<file path="config.mk">
export PLATFORM = sky130hd
export DESIGN_NAME = priority_retry_message_queue
export DESIGN_NICKNAME = d
export VERILOG_FILES = /design/src/rtl/core/prmq_pkg.sv /design/src/rtl/core/prmq_ctrl.sv /design/src/rtl/core/prmq_dp.sv /design/src/rtl/core/priority_retry_message_queue.sv
export SDC_FILE = /design/constraint.sdc
export NUM_CORES = 2
export LEC_CHECK = 0
export ABC_AREA = 1
export BUFFER_PORTS_ARGS = -buffer_cell sky130_fd_sc_hd__buf_4
export CAP_MARGIN = 0
export CORE_MARGIN = 2
export CORE_UTILIZATION = 50
export CTS_BUF_LIST = sky130_fd_sc_hd__clkbuf_4
export DETAILED_ROUTE_END_ITERATION = 8
export PLACE_DENSITY_LB_ADDON = 0.3
export SYNTH_ARGS = -nofsm -noshare
export SYNTH_HDL_FRONTEND = slang
export SYNTH_SLANG_ARGS = --single-unit
</file>
<file path="constraint.sdc">
create_clock -name i_clk -period 16.8 [get_ports i_clk]
set_input_delay 5.04 -clock i_clk [delete_from_list [all_inputs] [get_ports i_clk]]
set_output_delay 5.04 -clock i_clk [all_outputs]
set_load 0.02 [all_outputs]
</file>
<file path="src/rtl/core/prmq_pkg.sv">
package prmq_pkg;

    localparam logic [1:0] REQ_PUBLISH = 2'd0;
    localparam logic [1:0] REQ_TICK    = 2'd1;
    localparam logic [1:0] REQ_FETCH   = 2'd2;
    localparam logic [1:0] REQ_ACK     = 2'd3;

    localparam logic [3:0] STS_PUBLISHED = 4'd0;
    localparam logic [3:0] STS_FULL      = 4'd1;
    localparam logic [3:0] STS_DELIVERED = 4'd2;
    localparam logic [3:0] STS_NONE      = 4'd3;
    localparam logic [3:0] STS_ACKED     = 4'd4;
    localparam logic [3:0] STS_RETRIED   = 4'd5;
    localparam logic [3:0] STS_DEAD      = 4'd6;
    localparam logic [3:0] STS_UNKNOWN   = 4'd7;
    localparam logic [3:0] STS_TICKED    = 4'd8;

    localparam logic [1:0] SLOT_FREE   = 2'd0;
    localparam logic [1:0] SLOT_QUEUED = 2'd1;
    localparam logic [1:0] SLOT_FLIGHT = 2'd2;

    localparam logic [1:0] REG_MAX_RETRIES = 2'd0;
    localparam logic [1:0] REG_VIS_TIMEOUT = 2'd1;
    localparam logic [1:0] REG_RETRY_DELAY = 2'd2;
    localparam logic [1:0] REG_REQ_DELAY   = 2'd3;

    typedef struct packed {
        logic       start;
        logic       step;
        logic       finish;
    } t_cmd;

    typedef struct packed {
        logic       last;
    } t_sts;

endpackage

</file>
<file path="src/rtl/core/prmq_ctrl.sv">
module prmq_ctrl
    import prmq_pkg::*;
(
    input  logic i_clk,
    input  logic i_rst_n,
    input  logic i_valid,
    output logic o_stall,
    output logic o_valid,
    input  logic i_stall,
    input  t_sts i_sts,
    output t_cmd o_cmd
);
    localparam logic [1:0] S_IDLE = 2'd0;
    localparam logic [1:0] S_SCAN = 2'd1;
    localparam logic [1:0] S_DONE = 2'd2;

    logic [1:0] r_state, n_state;
    logic       r_ovalid, n_ovalid;
    logic       accept;

    assign o_stall = (r_state != S_IDLE);
    assign accept  = i_valid && (r_state == S_IDLE);
    assign o_valid = r_ovalid;

    always_comb begin
        n_state  = r_state;
        n_ovalid = r_ovalid;
        o_cmd    = '0;
        if (r_ovalid && !i_stall) begin
            n_ovalid = 1'b0;
        end
        case (r_state)
            S_IDLE: begin
                if (accept) begin
                    o_cmd.start = 1'b1;
                    n_state = S_SCAN;
                end
            end
            S_SCAN: begin
                o_cmd.step = 1'b1;
                if (i_sts.last) begin
                    n_state = S_DONE;
                end
            end
            S_DONE: begin
                if (!r_ovalid || !i_stall) begin
                    o_cmd.finish = 1'b1;
                    n_ovalid = 1'b1;
                    n_state = S_IDLE;
                end
            end
            default: n_state = S_IDLE;
        endcase
    end

    always_ff @(posedge i_clk) begin
        if (!i_rst_n) begin
            r_state  <= S_IDLE;
            r_ovalid <= 1'b0;
        end else begin
            r_state  <= n_state;
            r_ovalid <= n_ovalid;
        end
    end

    a_fin_idle: assert property (@(posedge i_clk) disable iff (!i_rst_n)
        o_cmd.finish |=> r_state == S_IDLE && r_ovalid)
        else $error("finish did not return to idle");
    a_start_scan: assert property (@(posedge i_clk) disable iff (!i_rst_n)
        o_cmd.start |=> r_state == S_SCAN)
        else $error("start did not begin scan");
    a_one_cmd: assert property (@(posedge i_clk) disable iff (!i_rst_n)
        $onehot0({o_cmd.start, o_cmd.step, o_cmd.finish}))
        else $error("multiple commands");
endmodule

</file>
<file path="src/rtl/core/prmq_dp.sv">
module prmq_dp
    import prmq_pkg::*;
#(
    parameter int QUEUE_DEPTH = 16
) (
    input  logic        i_clk,
    input  logic        i_rst_n,
    input  t_cmd        i_cmd,
    output t_sts        o_sts,
    input  logic [1:0]  i_req_type,
    input  logic [3:0]  i_priority_req,
    input  logic [15:0] i_delay,
    input  logic [15:0] i_msg_id,
    input  logic        i_success,
    input  logic [3:0]  i_max_retries,
    input  logic [15:0] i_visibility_timeout,
    input  logic [15:0] i_retry_delay,
    input  logic [15:0] i_timeout_requeue_delay,
    output logic [3:0]  o_status,
    output logic [15:0] o_out_id,
    output logic [4:0]  o_requeued_count,
    output logic [15:0] o_dead_total
);
    localparam int IW = (QUEUE_DEPTH > 1) ? $clog2(QUEUE_DEPTH) : 1;
    localparam logic [IW-1:0] LAST = IW'(QUEUE_DEPTH - 1);

    logic [1:0]  r_stat [QUEUE_DEPTH];
    logic [15:0] r_id   [QUEUE_DEPTH];
    logic [3:0]  r_prio [QUEUE_DEPTH];
    logic [31:0] r_vis  [QUEUE_DEPTH];
    logic [31:0] r_dlv  [QUEUE_DEPTH];

    logic [1:0]  r_req;
    logic [3:0]  r_pri_in;
    logic [15:0] r_dly_in, r_mid;
    logic        r_ok;
    logic [IW-1:0] r_idx;
    logic        r_found;
    logic [IW-1:0] r_sel;
    logic [15:0] r_next_id;
    logic [31:0] r_time;
    logic [15:0] r_dead;
    logic [4:0]  r_rq;
    logic [3:0]  r_status;
    logic [15:0] r_oid;
    logic [4:0]  r_orq;

    logic [1:0]  c_st;
    logic        c_ahead, c_hit, c_to;

    assign c_st = r_stat[r_idx];
    assign c_to = (r_time - r_dlv[r_idx]) > {16'd0, i_visibility_timeout};
    always_comb begin
        if (r_prio[r_idx] != r_prio[r_sel]) c_ahead = r_prio[r_idx] > r_prio[r_sel];
        else if (r_vis[r_idx] != r_vis[r_sel]) c_ahead = r_vis[r_idx] < r_vis[r_sel];
        else c_ahead = r_id[r_idx] < r_id[r_sel];
        case (r_req)
            REQ_PUBLISH: c_hit = !r_found && c_st == SLOT_FREE;
            REQ_FETCH:   c_hit = c_st == SLOT_QUEUED && (!r_found || c_ahead);
            REQ_ACK:     c_hit = !r_found && c_st == SLOT_FLIGHT && r_id[r_idx] == r_mid;
            default:     c_hit = 1'b0;
        endcase
    end

    assign o_sts.last = (r_idx == LAST);

    always_ff @(posedge i_clk) begin
        if (!i_rst_n) begin
            for (int k = 0; k < QUEUE_DEPTH; k++) r_stat[k] <= SLOT_FREE;
            r_next_id <= '0;
            r_time    <= '0;
            r_dead    <= '0;
            r_idx     <= '0;
            r_found   <= 1'b0;
        end else if (i_cmd.start) begin
            r_req    <= i_req_type;
            r_pri_in <= i_priority_req;
            r_dly_in <= i_delay;
            r_mid    <= i_msg_id;
            r_ok     <= i_success;
            r_idx    <= '0;
            r_found  <= 1'b0;
            r_sel    <= '0;
            r_rq     <= '0;
            if (i_req_type == REQ_TICK) r_time <= r_time + 32'd1;
        end else if (i_cmd.step) begin
            if (!o_sts.last) r_idx <= r_idx + 1'b1;
            if (r_req == REQ_TICK) begin
                if (c_st == SLOT_FLIGHT && c_to) begin
                    r_stat[r_idx] <= SLOT_QUEUED;
                    r_vis[r_idx]  <= r_time + {16'd0, i_timeout_requeue_delay};
                    if (r_rq != 5'd31) r_rq <= r_rq + 5'd1;
                end
            end else if (c_hit) begin
                r_found <= 1'b1;
                r_sel   <= r_idx;
            end
        end else if (i_cmd.finish) begin
            r_orq <= (r_req == REQ_TICK) ? r_rq : 5'd0;
            case (r_req)
                REQ_PUBLISH: begin
                    if (!r_found) begin
                        r_oid    <= '0;
                        r_status <= STS_FULL;
                    end else begin
                        r_stat[r_sel] <= SLOT_QUEUED;
                        r_id[r_sel]   <= r_next_id;
                        r_prio[r_sel] <= r_pri_in;
                        r_vis[r_sel]  <= r_time + {16'd0, r_dly_in};
                        r_oid         <= r_next_id;
                        r_next_id     <= r_next_id + 16'd1;
                        r_status      <= STS_PUBLISHED;
                    end
                end
                REQ_TICK: begin
                    r_oid    <= '0;
                    r_status <= STS_TICKED;
                end
                REQ_FETCH: begin
                    if (!r_found || r_vis[r_sel] > r_time) begin
                        r_oid    <= '0;
                        r_status <= STS_NONE;
                    end else begin
                        r_stat[r_sel] <= SLOT_FLIGHT;
                        r_dlv[r_sel]  <= r_time;
                        r_oid         <= r_id[r_sel];
                        r_status      <= STS_DELIVERED;
                    end
                end
                default: begin
                    r_oid <= r_mid;
                    if (!r_found) r_status <= STS_UNKNOWN;
                    else if (r_ok) begin
                        r_stat[r_sel] <= SLOT_FREE;
                        r_status      <= STS_ACKED;
                    end else if (r_prio[r_sel] < i_max_retries) begin
                        r_prio[r_sel] <= r_prio[r_sel] + 4'd1;
                        r_vis[r_sel]  <= r_time + {16'd0, i_retry_delay};
                        r_stat[r_sel] <= SLOT_QUEUED;
                        r_status      <= STS_RETRIED;
                    end else begin
                        r_stat[r_sel] <= SLOT_FREE;
                        if (r_dead != 16'hFFFF) r_dead <= r_dead + 16'd1;
                        r_status      <= STS_DEAD;
                    end
                end
            endcase
        end
    end

    always_ff @(posedge i_clk) begin
        if (i_cmd.finish) o_dead_total <= (r_req == REQ_ACK && r_found && !r_ok &&
            !(r_prio[r_sel] < i_max_retries) && r_dead != 16'hFFFF) ? r_dead + 16'd1 : r_dead;
    end

    assign o_status         = r_status;
    assign o_out_id         = r_oid;
    assign o_requeued_count = r_orq;

    a_tick_time: assert property (@(posedge i_clk) disable iff (!i_rst_n)
        i_cmd.start && i_req_type == REQ_TICK |=> r_time == $past(r_time) + 32'd1)
        else $error("tick did not advance time");
    a_dead_mono: assert property (@(posedge i_clk) disable iff (!i_rst_n)
        1'b1 |=> r_dead >= $past(r_dead))
        else $error("dead counter decreased");
    a_sel_range: assert property (@(posedge i_clk) disable iff (!i_rst_n)
        r_found |-> r_sel <= LAST)
        else $error("selection out of range");
endmodule

</file>
<file path="src/rtl/core/priority_retry_message_queue.sv">
// Message queue with priority order and visibility timeouts. Each request
// beat is handled in steps: the request is latched, the slot table is
// scanned sequentially one slot at a time, and then the update is applied
// and the result registered once the output register is free. A new beat
// is taken once the result is loaded into the output register.
module priority_retry_message_queue
    import prmq_pkg::*;
#(
    parameter int QUEUE_DEPTH = 16
) (
    input  logic        i_clk,
    input  logic        i_rst_n,
    input  logic        i_valid,
    output logic        o_stall,
    input  logic [1:0]  i_req_type,
    input  logic [3:0]  i_priority_req,
    input  logic [15:0] i_delay,
    input  logic [15:0] i_msg_id,
    input  logic        i_success,
    output logic        o_valid,
    input  logic        i_stall,
    output logic [3:0]  o_status,
    output logic [15:0] o_out_id,
    output logic [4:0]  o_requeued_count,
    output logic [15:0] o_dead_total,
    input  logic        psel,
    input  logic        penable,
    input  logic        pwrite,
    input  logic [3:0]  paddr,
    input  logic [31:0] pwdata,
    output logic [31:0] prdata,
    output logic        pready
);
    t_cmd        cmd;
    t_sts        sts;
    logic [3:0]  r_max_retries;
    logic [15:0] r_vis_to, r_retry_dly, r_rq_dly;

    assign pready = 1'b1;

    always_ff @(posedge i_clk) begin
        if (!i_rst_n) begin
            r_max_retries <= 4'd3;
            r_vis_to      <= 16'd2000;
            r_retry_dly   <= 16'd500;
            r_rq_dly      <= 16'd200;
        end else if (psel && penable && pwrite) begin
            case (paddr[3:2])
                REG_MAX_RETRIES: r_max_retries <= pwdata[3:0];
                REG_VIS_TIMEOUT: r_vis_to      <= pwdata[15:0];
                REG_RETRY_DELAY: r_retry_dly   <= pwdata[15:0];
                default:         r_rq_dly      <= pwdata[15:0];
            endcase
        end
    end

    always_comb begin
        case (paddr[3:2])
            REG_MAX_RETRIES: prdata = {28'd0, r_max_retries};
            REG_VIS_TIMEOUT: prdata = {16'd0, r_vis_to};
            REG_RETRY_DELAY: prdata = {16'd0, r_retry_dly};
            default:         prdata = {16'd0, r_rq_dly};
        endcase
    end

    prmq_ctrl u_ctrl (
        .i_clk, .i_rst_n, .i_valid, .o_stall, .o_valid, .i_stall,
        .i_sts(sts), .o_cmd(cmd)
    );

    prmq_dp #(.QUEUE_DEPTH(QUEUE_DEPTH)) u_dp (
        .i_clk, .i_rst_n, .i_cmd(cmd), .o_sts(sts),
        .i_req_type, .i_priority_req, .i_delay, .i_msg_id, .i_success,
        .i_max_retries(r_max_retries), .i_visibility_timeout(r_vis_to),
        .i_retry_delay(r_retry_dly), .i_timeout_requeue_delay(r_rq_dly),
        .o_status, .o_out_id, .o_requeued_count, .o_dead_total
    );
endmodule
</file>
==> flow_metrics.py <==
metrics = {
    "detailed_routing": {
        "vias_per_cell": 6.24,
        "drt_pass1_iterations": 8,
        "drt_wl_total_um": 241000,
        "drc": 0,
        "wire_per_inst_um": 24.2,
        "postRouteAntennaNets": 0,
        "dr.first_iter.drc_count": 8396,
        "num_vias": 62400,
    },
    "yosys": {
        "yosysSeqAreaShare_pct": 60.7,
        "avgSynthCellArea_sq_um": 10.2,
        "ys_ff_latch": 1597,
        "syn_area_sq_um": 76800,
        "synth_warnings": 0,
        "ys_types": 65,
        "synth_edf_count": 1465,
        "ys.flop_type": "edfxtp_1",
        "synthArstFlopShare_pct": 0,
        "synth_cells": 7514,
    },
    "worst_setup_path": {
        "max_stage_delay_ps": 780,
        "setup.worst_path.end_class": "output pin",
        "crit_arrival_ps": 6550,
        "cp_cell_sequence": "buf_4 -> nor2_1 -> inv_1 -> o2111ai_1 -> buf_4",
        "cp_max_fo": 16,
        "crit_slowest_cell": "nor2_1",
        "worst_ep_required_time_ps": 11760,
        "crit_top_cell": "buf_4",
        "crit_path_start_kind": "primary input",
        "crit_type": "in2out",
    },
    "cts": {
        "htree_levels": 5,
        "clock-sinks": 1597,
        "cts_setup_buffers": 0,
        "cts.path.max_buffers": 4,
        "holdBufCountCts": 0,
        "cts_root_buffer": "clkbuf_4",
        "clock_latency_ps": 1370,
        "cts_buffers": 414,
        "cts_tree": "built",
        "clk_pin_slew_ps": 60,
        "cts_resized": 0,
    },
    "global_route": {
        "grt_max_degree": 194,
        "antenna_found_initial": 7,
        "overflow": 0,
        "grt_pass1_wl_um": 356000,
        "first_global_vias": 59400,
        "grt_use_total_pct": 29.9,
    },
    "sta": {
        "rsz0062_at_grt": "no",
        "max_freq_mhz": 86.3,
        "fin_worst_skew_ps": 99.9,
        "timing.slew.headroom_pct": 8.43,
        "finalCritPeriodShare_pct": 69.0,
        "min_period_ps": 11590,
        "finalHoldViolations": 0,
        "whs_ps": 500,
        "tightest_slew_ps": 1370,
        "maxSlewViolCount": 0,
        "setup_viol": 0,
        "fin_setup_tns_ps": 0,
    },
    "final_layout": {
        "final_nets": 7917,
        "fillerInstances": 12800,
        "drive_gt1_share_pct": 13.0,
        "final_common_cell": "o21ai_0",
        "postLayoutCoreUtil_pct": 55.5,
        "mostFrequentLayoutCells": "1503 x o21ai_0, 1465 x edfxtp_1, 1061 x nor2_1",
        "layout.cells.non_filler": 9995,
        "areaGrowthSynthToFinish_pct": 9.97,
    },
    "power_and_ir_drop": {
        "peakVddDrop_uv": 85.1,
        "leakagePower_nw": 30.9,
        "power.density_nw_per_um2": 98.3,
    },
    "placement": {
        "dp_cells": 9289,
        "gp_congestion": 0.956,
        "portBuffers": 122,
        "hpwlAfterDp_um": 138000,
    },
    "floorplanning": {
        "die_height_um": 396,
        "die_w_um": 396,
        "ioPinCount": 158,
        "fp-row-count": 143,
        "die_area_sq_um": 157000,
        "fp.coreArea_sq_um": 152000,
        "start_util_pct": 50.5,
    },
    "hold_path": {
        "holdCritPathClass": "reg2reg",
    },
    "status": {
        "status": "finished, final reports clean",
    },
    "run": {
        "cap_violations": 0,
    },
}
==> state kept, by name, indices dropped and copies added (netlist names), 32 cells and up, named ones only <==
signal and count:
u_dp.r_stat 32, u_dp.r_dlv 512, u_dp.r_vis 512, u_dp.r_id 256, u_dp.r_prio 64, u_dp.r_time 32
==> per-stage QoR <==
stage          power [mW]  worst slack [ps]  cell area, sq um
2_1_floorplan        4.88              5800             76900
3_3_place_gp         5.08              4340             79400
3_5_place_dp         5.10              4230             79400
4_1_cts              8.32              5210             84500
5_1_grt              8.60              5000             84500
6_report             8.31              5210             84500
==> layer usage <==
layer	vias up	GRT usage, %	wire [um]
li1	27700	-	-
met1	29800	39.0	91400
met2	4075	47.2	111000
met3	777	6.81	28700
met4	0	14.4	10700
met5	-	0	0
==> synth_stat cells, drive strengths merged, types with 55 or more instances <==
cell	instances	share of area, %
o211ai	107	1.0
edfxtp	1465	57
buf	164	1.3
ha	158	2.6
dfxtp	132	3.4
xor2	74	0.84
o22ai	108	0.88
nand3	178	1.2
inv	542	2.6
o21ai	1551	10
clkbuf	357	1.7
nor3	55	0.43
a21oi	507	3.3
o221ai	283	3.2
nand2	594	3.1
nor2	1121	5.5
==> area by class of cell <==
cell class | instances | area (sq um) | share of cell area (%)
sequential | 1597 | 46700 | 55.2
multi-input combinational | 4867 | 26200 | 31.1
clock buffer | 605 | 4540 | 5.38
tap | 2030 | 2540 | 3.01
inverter | 544 | 2080 | 2.46
timing repair buffer | 251 | 1920 | 2.27
clock inverter | 92 | 472 | 0.558
antenna | 9 | 22.5 | 0.0267
==> power breakdown <==
group | internal [mW] | switching [mW]
registers | 4.30 | 0.0197
clock network | 1.70 | 1.58
logic | 0.209 | 0.510
total | 6.20 | 2.11
==> worst paths after layout <==
path | start | end | slack (ps) | depth (start not counted)
setup / recovery | paddr[2] | prdata[0] | 5210 | 5
hold / removal | u_dp.r_dead[1] | u_dp.r_dead[1] | 500 | 2
setup reg to reg | flip-flop | u_dp.r_vis[10][24] | 7820 | 32
hold reg to reg | u_dp.r_dead[1] | u_dp.r_dead[1] | 500 | 2
==> cells by family (layout without fill, tap and decap cells) <==
logic type               count (synthesis)  count (layout)  share of synthesized area [%]
adder cells (fa/ha/maj)                160             160                           2.63
multiplexers                             3               3                         0.0391
XOR/XNOR                                86              86                          0.980
buffers and inverters                 1065            1492                           5.67
flip-flops                            1597            1597                           60.7
AO/OA/AOI/OAI                         2603            2603                           19.2
other                                    2              26                        0.00978
AND/OR/NAND/NOR                       1998            1998                           10.8
==> critical path: cells and delay by family <==
kind            cells  cell delay, ps
compound gates      1             270
buf+inv             3             460
simple gates        1             780
Note: power is estimated with default switching activity, not from simulation.
